<file path="config.mk">
export PLATFORM = sky130hd
export DESIGN_NAME = bitmap_block_allocator_top_flat
export DESIGN_NICKNAME = d
export VERILOG_FILES = /design/src/rtl/bba_pkg.sv /design/src/rtl/bba_if.sv /design/src/rtl/bba_ctrl.sv /design/src/rtl/bba_datapath.sv /design/src/rtl/bitmap_block_allocator_top.sv /design/src/flat_wrapper.sv
export VERILOG_INCLUDE_DIRS = /design/src /design/src/rtl
export SDC_FILE = /design/constraint.sdc
export NUM_CORES = 1
export LEC_CHECK = 0
export BUFFER_PORTS_ARGS = -buffer_cell sky130_fd_sc_hd__buf_2
export CAP_MARGIN = 20
export CORE_MARGIN = 5
export CORE_UTILIZATION = 30
export DETAILED_ROUTE_END_ITERATION = 7
export MAX_ROUTING_LAYER = met4
export SETUP_SLACK_MARGIN = 0.4
export SLEW_MARGIN = 10
export SYNTH_ARGS = -nofsm -noshare
export SYNTH_HDL_FRONTEND = slang
export SYNTH_SLANG_ARGS = --single-unit
</file>
<file path="constraint.sdc">
create_clock -name clock -period 6.8 [get_ports clock]
set_input_delay 0.68 -clock clock [delete_from_list [all_inputs] [get_ports clock]]
set_output_delay 0.68 -clock clock [all_outputs]
set_load 0.02 [all_outputs]
</file>
<file path="src/rtl/bitmap_block_allocator_top_macros.svh">
// assertion macros for the allocator control module (bba_ctrl)
// both expect a clock named clock and a synchronous reset named reset in scope
`ifndef BITMAP_BLOCK_ALLOCATOR_TOP_MACROS_SVH
`define BITMAP_BLOCK_ALLOCATOR_TOP_MACROS_SVH

// same-cycle implication
`define BBA_ASSERT_NOW(lbl, ante, cons) \
   lbl: assert property (@(posedge clock) disable iff (reset) (ante) |-> (cons)) \
      else $error("allocator check failed: same-cycle implication");

// next-cycle implication
`define BBA_ASSERT_NEXT(lbl, ante, cons) \
   lbl: assert property (@(posedge clock) disable iff (reset) (ante) |=> (cons)) \
      else $error("allocator check failed: next-cycle implication");

`endif

</file>
<file path="src/rtl/bba_pkg.sv">
package bba_pkg;

   localparam int ID_W     = 10;
   localparam int FUNC_W   = 2;
   localparam int STATUS_W = 2;

   // operation codes
   localparam logic [FUNC_W-1:0] FUNC_ALLOC   = 2'd0;
   localparam logic [FUNC_W-1:0] FUNC_REQUEST = 2'd1;
   localparam logic [FUNC_W-1:0] FUNC_RELEASE = 2'd2;
   localparam logic [FUNC_W-1:0] FUNC_NONE    = 2'd3;

   // result status codes
   localparam logic [STATUS_W-1:0] ST_OK    = 2'd0;
   localparam logic [STATUS_W-1:0] ST_FULL  = 2'd1;
   localparam logic [STATUS_W-1:0] ST_TAKEN = 2'd2;
   localparam logic [STATUS_W-1:0] ST_RANGE = 2'd3;

   typedef struct packed {
      logic take;
      logic rd_first;
      logic rd_next;
      logic commit;
      logic full;
      logic quick_res;
      logic give;
   } cmd_type;

   typedef struct packed {
      logic quick;
      logic alloc;
      logic free_found;
      logic last;
      logic out_free;
   } sts_type;

endpackage

</file>
<file path="src/rtl/bba_if.sv">
interface bba_req_if;
   import bba_pkg::*;

   logic              valid;
   logic              ready;
   logic [FUNC_W-1:0] func;
   logic [ID_W-1:0]   blk_id;

   modport source (output valid, output func, output blk_id, input ready);
   modport sink (input valid, input func, input blk_id, output ready);
endinterface

interface bba_rsp_if;
   import bba_pkg::*;

   logic                valid;
   logic                ready;
   logic [STATUS_W-1:0] status;
   logic [ID_W-1:0]     block_index;

   modport source (output valid, output status, output block_index, input ready);
   modport sink (input valid, input status, input block_index, output ready);
endinterface

</file>
<file path="src/rtl/bba_ctrl.sv">
`include "bitmap_block_allocator_top_macros.svh"

module bba_ctrl (
   input  logic             clock,
   input  logic             reset,
   input  logic             req_valid,
   output logic             req_ready,
   input  bba_pkg::sts_type sts,
   output bba_pkg::cmd_type cmd
);
   import bba_pkg::*;

   typedef enum logic [3:0] {
      S_IDLE  = 4'b0001,
      S_FETCH = 4'b0010,
      S_CHECK = 4'b0100,
      S_DONE  = 4'b1000
   } state_type;

   state_type state_ff;
   state_type state_in;

   assign req_ready = (state_ff == S_IDLE);

   always_comb begin
      cmd      = '0;
      state_in = state_ff;
      case (state_ff)
         S_IDLE: begin
            if (req_valid) begin
               cmd.take = 1'b1;
               state_in = S_FETCH;
            end
         end
         S_FETCH: begin
            // unused code or id out of range: no bitmap access
            if (sts.quick) begin
               cmd.quick_res = 1'b1;
               state_in      = S_DONE;
            end else begin
               cmd.rd_first = 1'b1;
               state_in     = S_CHECK;
            end
         end
         S_CHECK: begin
            if (!sts.alloc || sts.free_found) begin
               cmd.commit = 1'b1;
               state_in   = S_DONE;
            end else if (sts.last) begin
               cmd.full = 1'b1;
               state_in = S_DONE;
            end else begin
               // keep streaming words, one read a cycle
               cmd.rd_next = 1'b1;
            end
         end
         S_DONE: begin
            if (sts.out_free) begin
               cmd.give = 1'b1;
               state_in = S_IDLE;
            end
         end
         default: begin
            state_in = S_IDLE;
         end
      endcase
   end

   always_ff @(posedge clock) begin
      if (reset) begin
         state_ff <= S_IDLE;
      end else begin
         state_ff <= state_in;
      end
   end

   `BBA_ASSERT_NOW(a_next_read_in_range, cmd.rd_next, (state_ff == S_CHECK) && !sts.last)
   `BBA_ASSERT_NEXT(a_accept_to_fetch, (state_ff == S_IDLE) && req_valid, state_ff == S_FETCH)
   `BBA_ASSERT_NEXT(a_done_holds, (state_ff == S_DONE) && !sts.out_free, state_ff == S_DONE)

endmodule

</file>
<file path="src/rtl/bba_datapath.sv">
module bba_datapath #(
   parameter int NUM_BLOCKS     = 512,
   parameter int RESERVED_START = 0,
   parameter int RESERVED_COUNT = 1,
   parameter int MAP_WORD_BITS  = 32
) (
   input  logic                         clock,
   input  logic                         reset,
   input  bba_pkg::cmd_type             cmd,
   output bba_pkg::sts_type             sts,
   input  logic [bba_pkg::FUNC_W-1:0]   req_func,
   input  logic [bba_pkg::ID_W-1:0]     req_blk_id,
   bba_rsp_if.source                    rsp
);
   import bba_pkg::*;

   localparam int DEPTH = (NUM_BLOCKS + MAP_WORD_BITS - 1) / MAP_WORD_BITS;
   localparam int AW    = (DEPTH > 1) ? $clog2(DEPTH) : 1;
   localparam int BW    = $clog2(MAP_WORD_BITS);
   localparam int RSH   = 20;
   localparam int RECIP = ((1 << RSH) + MAP_WORD_BITS - 1) / MAP_WORD_BITS;
   localparam int PW    = ID_W + RSH;

   function automatic logic [MAP_WORD_BITS-1:0] init_word(input logic [AW-1:0] w);
      logic [MAP_WORD_BITS-1:0] v;
      int b;
      v = '0;
      for (int j = 0; j < MAP_WORD_BITS; j++) begin
         b = int'(w) * MAP_WORD_BITS + j;
         v[j] = (b >= RESERVED_START) && (b < RESERVED_START + RESERVED_COUNT)
                && (b < NUM_BLOCKS);
      end
      return v;
   endfunction

   function automatic logic [MAP_WORD_BITS-1:0] live_mask(input logic [AW-1:0] w);
      logic [MAP_WORD_BITS-1:0] v;
      for (int j = 0; j < MAP_WORD_BITS; j++) begin
         v[j] = (int'(w) * MAP_WORD_BITS + j) < NUM_BLOCKS;
      end
      return v;
   endfunction

   logic [MAP_WORD_BITS-1:0] map_mem [DEPTH];
   logic [DEPTH-1:0]         vld_ff;

   logic [FUNC_W-1:0]        func_ff;
   logic [ID_W-1:0]          id_ff;
   logic [AW-1:0]            idw_ff;
   logic [AW-1:0]            word_ff;
   logic [MAP_WORD_BITS-1:0] rdata_ff;
   logic                     rvld_ff;
   logic [STATUS_W-1:0]      res_status_ff;
   logic [ID_W-1:0]          res_index_ff;

   logic                     rsp_valid_ff, rsp_valid_in;
   logic [STATUS_W-1:0]      rsp_status_ff, rsp_status_in;
   logic [ID_W-1:0]          rsp_index_ff, rsp_index_in;

   logic [PW-1:0]            prod;
   logic [PW-1:0]            quo;
   logic [ID_W-1:0]          id_rem;
   logic [BW-1:0]            id_bit;
   logic [AW-1:0]            rd_addr;
   logic                     rd_en;
   logic [MAP_WORD_BITS-1:0] cur_word;
   logic [MAP_WORD_BITS-1:0] free_cand;
   logic [BW-1:0]            pos;
   logic [MAP_WORD_BITS-1:0] sel_mask;
   logic [MAP_WORD_BITS-1:0] wdata;
   logic                     bit_set;
   logic                     is_alloc;
   logic                     wr_en;

   // word of block id by reciprocal multiply, exact for every 10-bit id
   assign prod = PW'(req_blk_id) * PW'(RECIP);
   assign quo  = prod >> RSH;

   assign id_rem = id_ff - ID_W'(int'(idw_ff) * MAP_WORD_BITS);
   assign id_bit = id_rem[BW-1:0];

   assign is_alloc = (func_ff == FUNC_ALLOC);
   assign rd_en    = cmd.rd_first || cmd.rd_next;

   always_comb begin
      if (cmd.rd_first) begin
         rd_addr = is_alloc ? '0 : idw_ff;
      end else begin
         rd_addr = word_ff + AW'(1);
      end
   end

   // never-written words read back as their reset contents
   assign cur_word  = rvld_ff ? rdata_ff : init_word(word_ff);
   assign free_cand = ~cur_word & live_mask(word_ff);
   assign bit_set   = cur_word[id_bit];

   always_comb begin
      pos = '0;
      for (int j = MAP_WORD_BITS - 1; j >= 0; j--) begin
         if (free_cand[j]) begin
            pos = BW'(j);
         end
      end
   end

   assign sel_mask = MAP_WORD_BITS'(1) << (is_alloc ? pos : id_bit);
   assign wdata    = (func_ff == FUNC_RELEASE) ? (cur_word & ~sel_mask)
                                               : (cur_word | sel_mask);
   assign wr_en    = cmd.commit && !((func_ff == FUNC_REQUEST) && bit_set);

   assign sts.quick      = (func_ff == FUNC_NONE) ||
                           (!is_alloc && ({1'b0, id_ff} >= (ID_W+1)'(NUM_BLOCKS)));
   assign sts.alloc      = is_alloc;
   assign sts.free_found = |free_cand;
   assign sts.last       = (word_ff == AW'(DEPTH - 1));
   assign sts.out_free   = !rsp_valid_ff || rsp.ready;

   always_ff @(posedge clock) begin
      if (wr_en) begin
         map_mem[word_ff] <= wdata;
      end
      if (rd_en) begin
         rdata_ff <= map_mem[rd_addr];
      end
   end

   always_ff @(posedge clock) begin
      if (reset) begin
         vld_ff <= '0;
      end else if (wr_en) begin
         vld_ff[word_ff] <= 1'b1;
      end
   end

   always_ff @(posedge clock) begin
      if (cmd.take) begin
         func_ff <= req_func;
         id_ff   <= req_blk_id;
         idw_ff  <= quo[AW-1:0];
      end
      if (rd_en) begin
         word_ff <= rd_addr;
         rvld_ff <= vld_ff[rd_addr];
      end
      if (cmd.quick_res) begin
         if (func_ff == FUNC_NONE) begin
            res_status_ff <= ST_OK;
            res_index_ff  <= '0;
         end else begin
            res_status_ff <= ST_RANGE;
            res_index_ff  <= id_ff;
         end
      end else if (cmd.full) begin
         res_status_ff <= ST_FULL;
         res_index_ff  <= '0;
      end else if (cmd.commit) begin
         if (is_alloc) begin
            res_status_ff <= ST_OK;
            res_index_ff  <= ID_W'(int'(word_ff) * MAP_WORD_BITS + int'(pos));
         end else begin
            res_status_ff <= ((func_ff == FUNC_REQUEST) && bit_set) ? ST_TAKEN : ST_OK;
            res_index_ff  <= id_ff;
         end
      end
   end

   // output register: holds a finished transaction while the next item runs
   always_comb begin
      rsp_valid_in  = rsp_valid_ff;
      rsp_status_in = rsp_status_ff;
      rsp_index_in  = rsp_index_ff;
      if (cmd.give) begin
         rsp_valid_in  = 1'b1;
         rsp_status_in = res_status_ff;
         rsp_index_in  = res_index_ff;
      end else if (rsp.ready) begin
         rsp_valid_in = 1'b0;
      end
   end

   always_ff @(posedge clock) begin
      if (reset) begin
         rsp_valid_ff <= 1'b0;
      end else begin
         rsp_valid_ff <= rsp_valid_in;
      end
      rsp_status_ff <= rsp_status_in;
      rsp_index_ff  <= rsp_index_in;
   end

   assign rsp.valid       = rsp_valid_ff;
   assign rsp.status      = rsp_status_ff;
   assign rsp.block_index = rsp_index_ff;

endmodule

</file>
<file path="src/rtl/bitmap_block_allocator_top.sv">
// First-fit bitmap block allocator. One used/free bit per block is held in a
// single-port bitmap memory of ceil(NUM_BLOCKS / MAP_WORD_BITS) words; blocks
// RESERVED_START onwards (RESERVED_COUNT of them) start out used. func 0 allocates
// the lowest free block, 1 claims a named block, 2 frees a named block; every
// transaction gives exactly one result. One item is worked on at a time: an
// item is taken only while the block is idle, but a finished result may still
// wait in the output register meanwhile. An unused code or an out-of-range id
// is answered without a bitmap access; request and release read the named
// block's word and commit, while allocate reads one bitmap word a cycle
// through the memory's single read port until it finds a free bit or reaches
// the last word. The result then waits until the output register is free, and
// the block returns to idle to take the next item. A per-word valid flag
// stands in for the reset contents, so there is no clearing pass after reset.
module bitmap_block_allocator_top #(
   parameter int NUM_BLOCKS     = 512,
   parameter int RESERVED_START = 0,
   parameter int RESERVED_COUNT = 1,
   parameter int MAP_WORD_BITS  = 32
) (
   input logic       clock,
   input logic       reset,
   bba_req_if.sink   req_chan,
   bba_rsp_if.source rsp_chan
);
   import bba_pkg::*;

   cmd_type cmd;
   sts_type sts;
   logic    ctl_ready;

   assign req_chan.ready = ctl_ready;

   bba_ctrl u_ctrl (
      .clock     (clock),
      .reset     (reset),
      .req_valid (req_chan.valid),
      .req_ready (ctl_ready),
      .sts       (sts),
      .cmd       (cmd)
   );

   bba_datapath #(
      .NUM_BLOCKS     (NUM_BLOCKS),
      .RESERVED_START (RESERVED_START),
      .RESERVED_COUNT (RESERVED_COUNT),
      .MAP_WORD_BITS  (MAP_WORD_BITS)
   ) u_datapath (
      .clock      (clock),
      .reset      (reset),
      .cmd        (cmd),
      .sts        (sts),
      .req_func   (req_chan.func),
      .req_blk_id (req_chan.blk_id),
      .rsp        (rsp_chan)
   );

endmodule
</file>
<file path="src/flat_wrapper.sv">
// flat-port wrapper written by rule: the top's interface ports become plain ports
module bitmap_block_allocator_top_flat import bba_pkg::*;
#(
   parameter int NUM_BLOCKS     = 512,
   parameter int RESERVED_START = 0,
   parameter int RESERVED_COUNT = 1,
   parameter int MAP_WORD_BITS  = 32
)
  (clock, reset, req_chan_valid, req_chan_func, req_chan_blk_id, req_chan_ready, rsp_chan_valid, rsp_chan_status, rsp_chan_block_index, rsp_chan_ready);
  bba_req_if req_chan_i ();
  bba_rsp_if rsp_chan_i ();
  input logic clock;
  input logic reset;
  input wire logic [$bits(req_chan_i.valid)-1:0] req_chan_valid;
  input wire logic [$bits(req_chan_i.func)-1:0] req_chan_func;
  input wire logic [$bits(req_chan_i.blk_id)-1:0] req_chan_blk_id;
  output wire logic [$bits(req_chan_i.ready)-1:0] req_chan_ready;
  output wire logic [$bits(rsp_chan_i.valid)-1:0] rsp_chan_valid;
  output wire logic [$bits(rsp_chan_i.status)-1:0] rsp_chan_status;
  output wire logic [$bits(rsp_chan_i.block_index)-1:0] rsp_chan_block_index;
  input wire logic [$bits(rsp_chan_i.ready)-1:0] rsp_chan_ready;
  assign req_chan_i.valid = req_chan_valid;
  assign req_chan_i.func = req_chan_func;
  assign req_chan_i.blk_id = req_chan_blk_id;
  assign req_chan_ready = req_chan_i.ready;
  assign rsp_chan_valid = rsp_chan_i.valid;
  assign rsp_chan_status = rsp_chan_i.status;
  assign rsp_chan_block_index = rsp_chan_i.block_index;
  assign rsp_chan_i.ready = rsp_chan_ready;
  bitmap_block_allocator_top #(.NUM_BLOCKS(NUM_BLOCKS), .RESERVED_START(RESERVED_START), .RESERVED_COUNT(RESERVED_COUNT), .MAP_WORD_BITS(MAP_WORD_BITS)) u_core (.clock(clock), .reset(reset), .req_chan(req_chan_i), .rsp_chan(rsp_chan_i));
endmodule
</file>
==> impl_results.md <==
* Status: finished clean
* Worst R2R Path Depth at 6
* Peak supply drop at 0.188 mV
* Total gr overflow at 0
* Clk sinks at 606
* Period utilization at 61.6%
* DRT iter0 DRCs at 1442
* Detail Route Antenna Nets at 0
* DP Area at 26300 um^2
* Area Growth Syn to Fin at 14.5%
* Adder-cell share of the synthesized area at 0.203%
* Slew Limit Fails at 0
* Io pins at 30
* Worst path required time at 7090 ps
* Min-Delay Path Class: in -> reg
* Most frequent cells in the layout: 585 x edfxtp_1, 247 x nand2_1, 106 x mux4_2
* Placed wire-length estimate at 34200 um
* Post-synth top flop: edfxtp_1
* Reg2Reg Launch Point: u_core.u_datapath.rvld_ff
* First-pass GRT wire length at 89200 um
* Compound-Gate Fraction of Synth Area at 5.44%
* Max Fclk at 239 MHz
* Fraction of synthesized area in multiplexers at 10.8%
* XOR/XNOR share of the synthesized area at 0.106%
* Largest family of logic cells by synthesized area: multiplexers
* Post-Route WL at 59300 um
* Synth Cell Area at 24700 um^2
* # fillers at 7715
* HP Start: req_chan_blk_id[2]
* Cell taking the most area after synthesis: edfxtp_1
* Rows at 105
* Number of global-route vias before repair at 13600
* Crit path max fanout at 25
* GPL Wtd Cong at 0.929
* GRT Total Usage at 13.4%
* #FFs+latches synth at 606
* Max Clock Skew at 44.2 ps
* Die Wd at 297 um
* Hold Buf Count CTS at 0
* Relative slew slack at 24.3%
* Seq/Total Area, Yosys at 72.9%
* Max cap viols at 0
* Post-synth EDFFs at 585
* Via count at 13800
* Clock Latency Late Sink at 640 ps
* Yosys top cell area share at 71.2%
* Reg clk slew, reported paths at 60 ps
* Most common cell after layout, fill and taps aside: edfxtp_1
* DRC errors left at 0
* Die height at 297 um
* Number of detailed-route iterations in the first pass at 5
* CTS tree: done
* Worst-Margin Slew at 1110 ps
* Routed len/inst at 22.3 um
* CP Capture Type: register
* CTS Buf Count at 60
* Clock root buffer: clkbuf_16
* CTS H-tree depth at 2
* # nets final at 1553
* Ys Warns at 0
* Kind of critical path: reg -> reg
* Synth unique cells at 69
* Count of final setup violators at 0
* R2r endpoint: u_core.u_datapath.map_mem[7][1]
* Pwr/cell area at 273 nW/um^2
* CTS Buffer Depth at 3
* WHS Endpoint: u_core.u_datapath.id_ff[2]
* Post-cts resize count at 0
* IO Port Bufs at 29
* Pin count of the biggest net entering global routing at 106
* Min-Delay Path Depth at 1
* Async S/R FF share, synth at 0%
* Sum Neg Setup Slack at 0 ps
* Min cycle time layout at 4190 ps
* Initial antenna violation count at 1
* Post-synthesis simple-gate area fraction at 8.58%
* Synth Net Count at 1517
* Initial Util at 30.2%
* R2R Setup Slk at 2610 ps
* Final Hold Viols at 0
* Avg Cell Area, Syn at 16.5 um^2
* Final instance area at 28300 um^2
* Layout cells sized above 1 at 19.9%
* Arrival @ worst endpoint at 4480 ps
* Cells after Synth at 1497
* RSZ-0062 raised after global routing: no
* Die area at 88100 um^2
* Vias per cell at 5.22
* Core region area at 81800 um^2
* Leakage at 9.20 nW
* Setup Buffers After CTS at 0
* Startpoint class of the critical path: register
* Ranking of synthesized cells by area: edfxtp_1 71%, mux4_2 9.7%, nand2_1 3.8%, nand3_1 1.8%, dfxtp_1 1.7%
how the worst max path moves through the flow:
stage / start / end / slack, ps / cells after the start
after floorplan: u_core.u_datapath.func_ff[1] / u_core.u_datapath.map_mem[0][15] / 3400 / 7
after global placement: u_core.u_datapath.id_ff[1] / u_core.u_datapath.map_mem[12][2] / 2710 / 7
after detailed placement: u_core.u_datapath.rvld_ff / u_core.u_datapath.map_mem[15][11] / 2580 / 6
after CTS: u_core.u_datapath.rvld_ff / u_core.u_datapath.map_mem[10][28] / 2570 / 6
after global routing: u_core.u_datapath.rvld_ff / u_core.u_datapath.map_mem[7][1] / 2330 / 6
final: u_core.u_datapath.rvld_ff / u_core.u_datapath.map_mem[7][1] / 2610 / 6
state kept, by name, summed over array words and instances, names as in the netlist:
signal	flops
u_core.u_datapath.map_mem	512
u_core.u_datapath.rdata_ff	32
u_core.u_datapath.vld_ff	16
u_core.u_datapath.id_ff	10
u_core.u_datapath.res_index_ff	10
u_core.u_datapath.rsp.block_index	10
u_core.u_ctrl.state_ff	4
u_core.u_datapath.word_ff	4
u_core.u_datapath.func_ff	2
u_core.u_datapath.res_status_ff	2
u_core.u_datapath.rsp.status	2
u_core.u_datapath.rsp.valid	1
u_core.u_datapath.rvld_ff	1
power by group:
group | total (mW) | internal [mW] | switching [mW]
logic | 0.342 | 0.113 | 0.229
clock network | 3.25 | 1.81 | 1.44
registers | 4.12 | 4.09 | 0.0259
total | 7.71 | 6.02 | 1.69
cell usage after synthesis (9+ instances only):
master,instances
a21oi_1,13
a22oi_1,33
a31oi_1,15
and3_1,19
buf_2,24
clkbuf_1,48
dfxtp_1,21
edfxtp_1,585
inv_1,12
mux2i_1,29
mux4_2,106
nand2_1,247
nand3_1,91
nor2_1,42
nor2b_1,15
nor3_1,11
o211ai_1,33
o21ai_0,18
o41ai_1,9
layer usage:
layer	global-route usage, %	part of all wire (%)	vias up	wire length, um
li1	-	-	5993	-
met1	19.6	46	7211	27300
met2	19.7	44	544	26400
met3	2.40	7.3	98	4340
met4	3.25	2.1	0	1250
met5	-	0	-	0
critical path: stages, from the launching register on:
cell       delay [ps]
edfxtp_1          860
nand3_1           280
a2111oi_0         490
o32a_1            400
nand3_1           540
nor3b_1           480
mux2i_2           810
cells by family after synthesis:
| logic type | count (synthesis) |
|---|---|
| compound gates | 182 |
| xor+xnor | 3 |
| fa+ha+maj | 4 |
| buf+inv | 102 |
| flops | 606 |
| mux | 135 |
| simple gates | 465 |
cell type report:
cell class	count	area, um^2	share of cell area, %
sequential	606	18000	63.7
clock inverter	43	390	1.38
tap	1070	1340	4.74
clock buffer	67	1530	5.41
antenna	1	2.50	0.00886
timing repair buffer	63	458	1.62
inverter	13	48.8	0.173
multi-input combinational	789	6500	23.0
per-stage QoR:
| stage | util, % | setup slack [ps] | total power [mW] | cells | hold slack (ps) |
|---|---|---|---|---|---|
| floorplan | - | 3400 | 4.40 | 1497 | 400 |
| global placement | 32.1 | 2710 | 4.53 | 2537 | 407 |
| detailed placement | 32.1 | 2580 | 4.54 | 2538 | 405 |
| CTS | 34.5 | 2570 | 7.78 | 2648 | 197 |
| global route | 34.5 | 2330 | 7.95 | 2651 | 219 |
| finish | 34.5 | 2610 | 7.71 | 2652 | 243 |
Power figures use the tool's default switching activity.
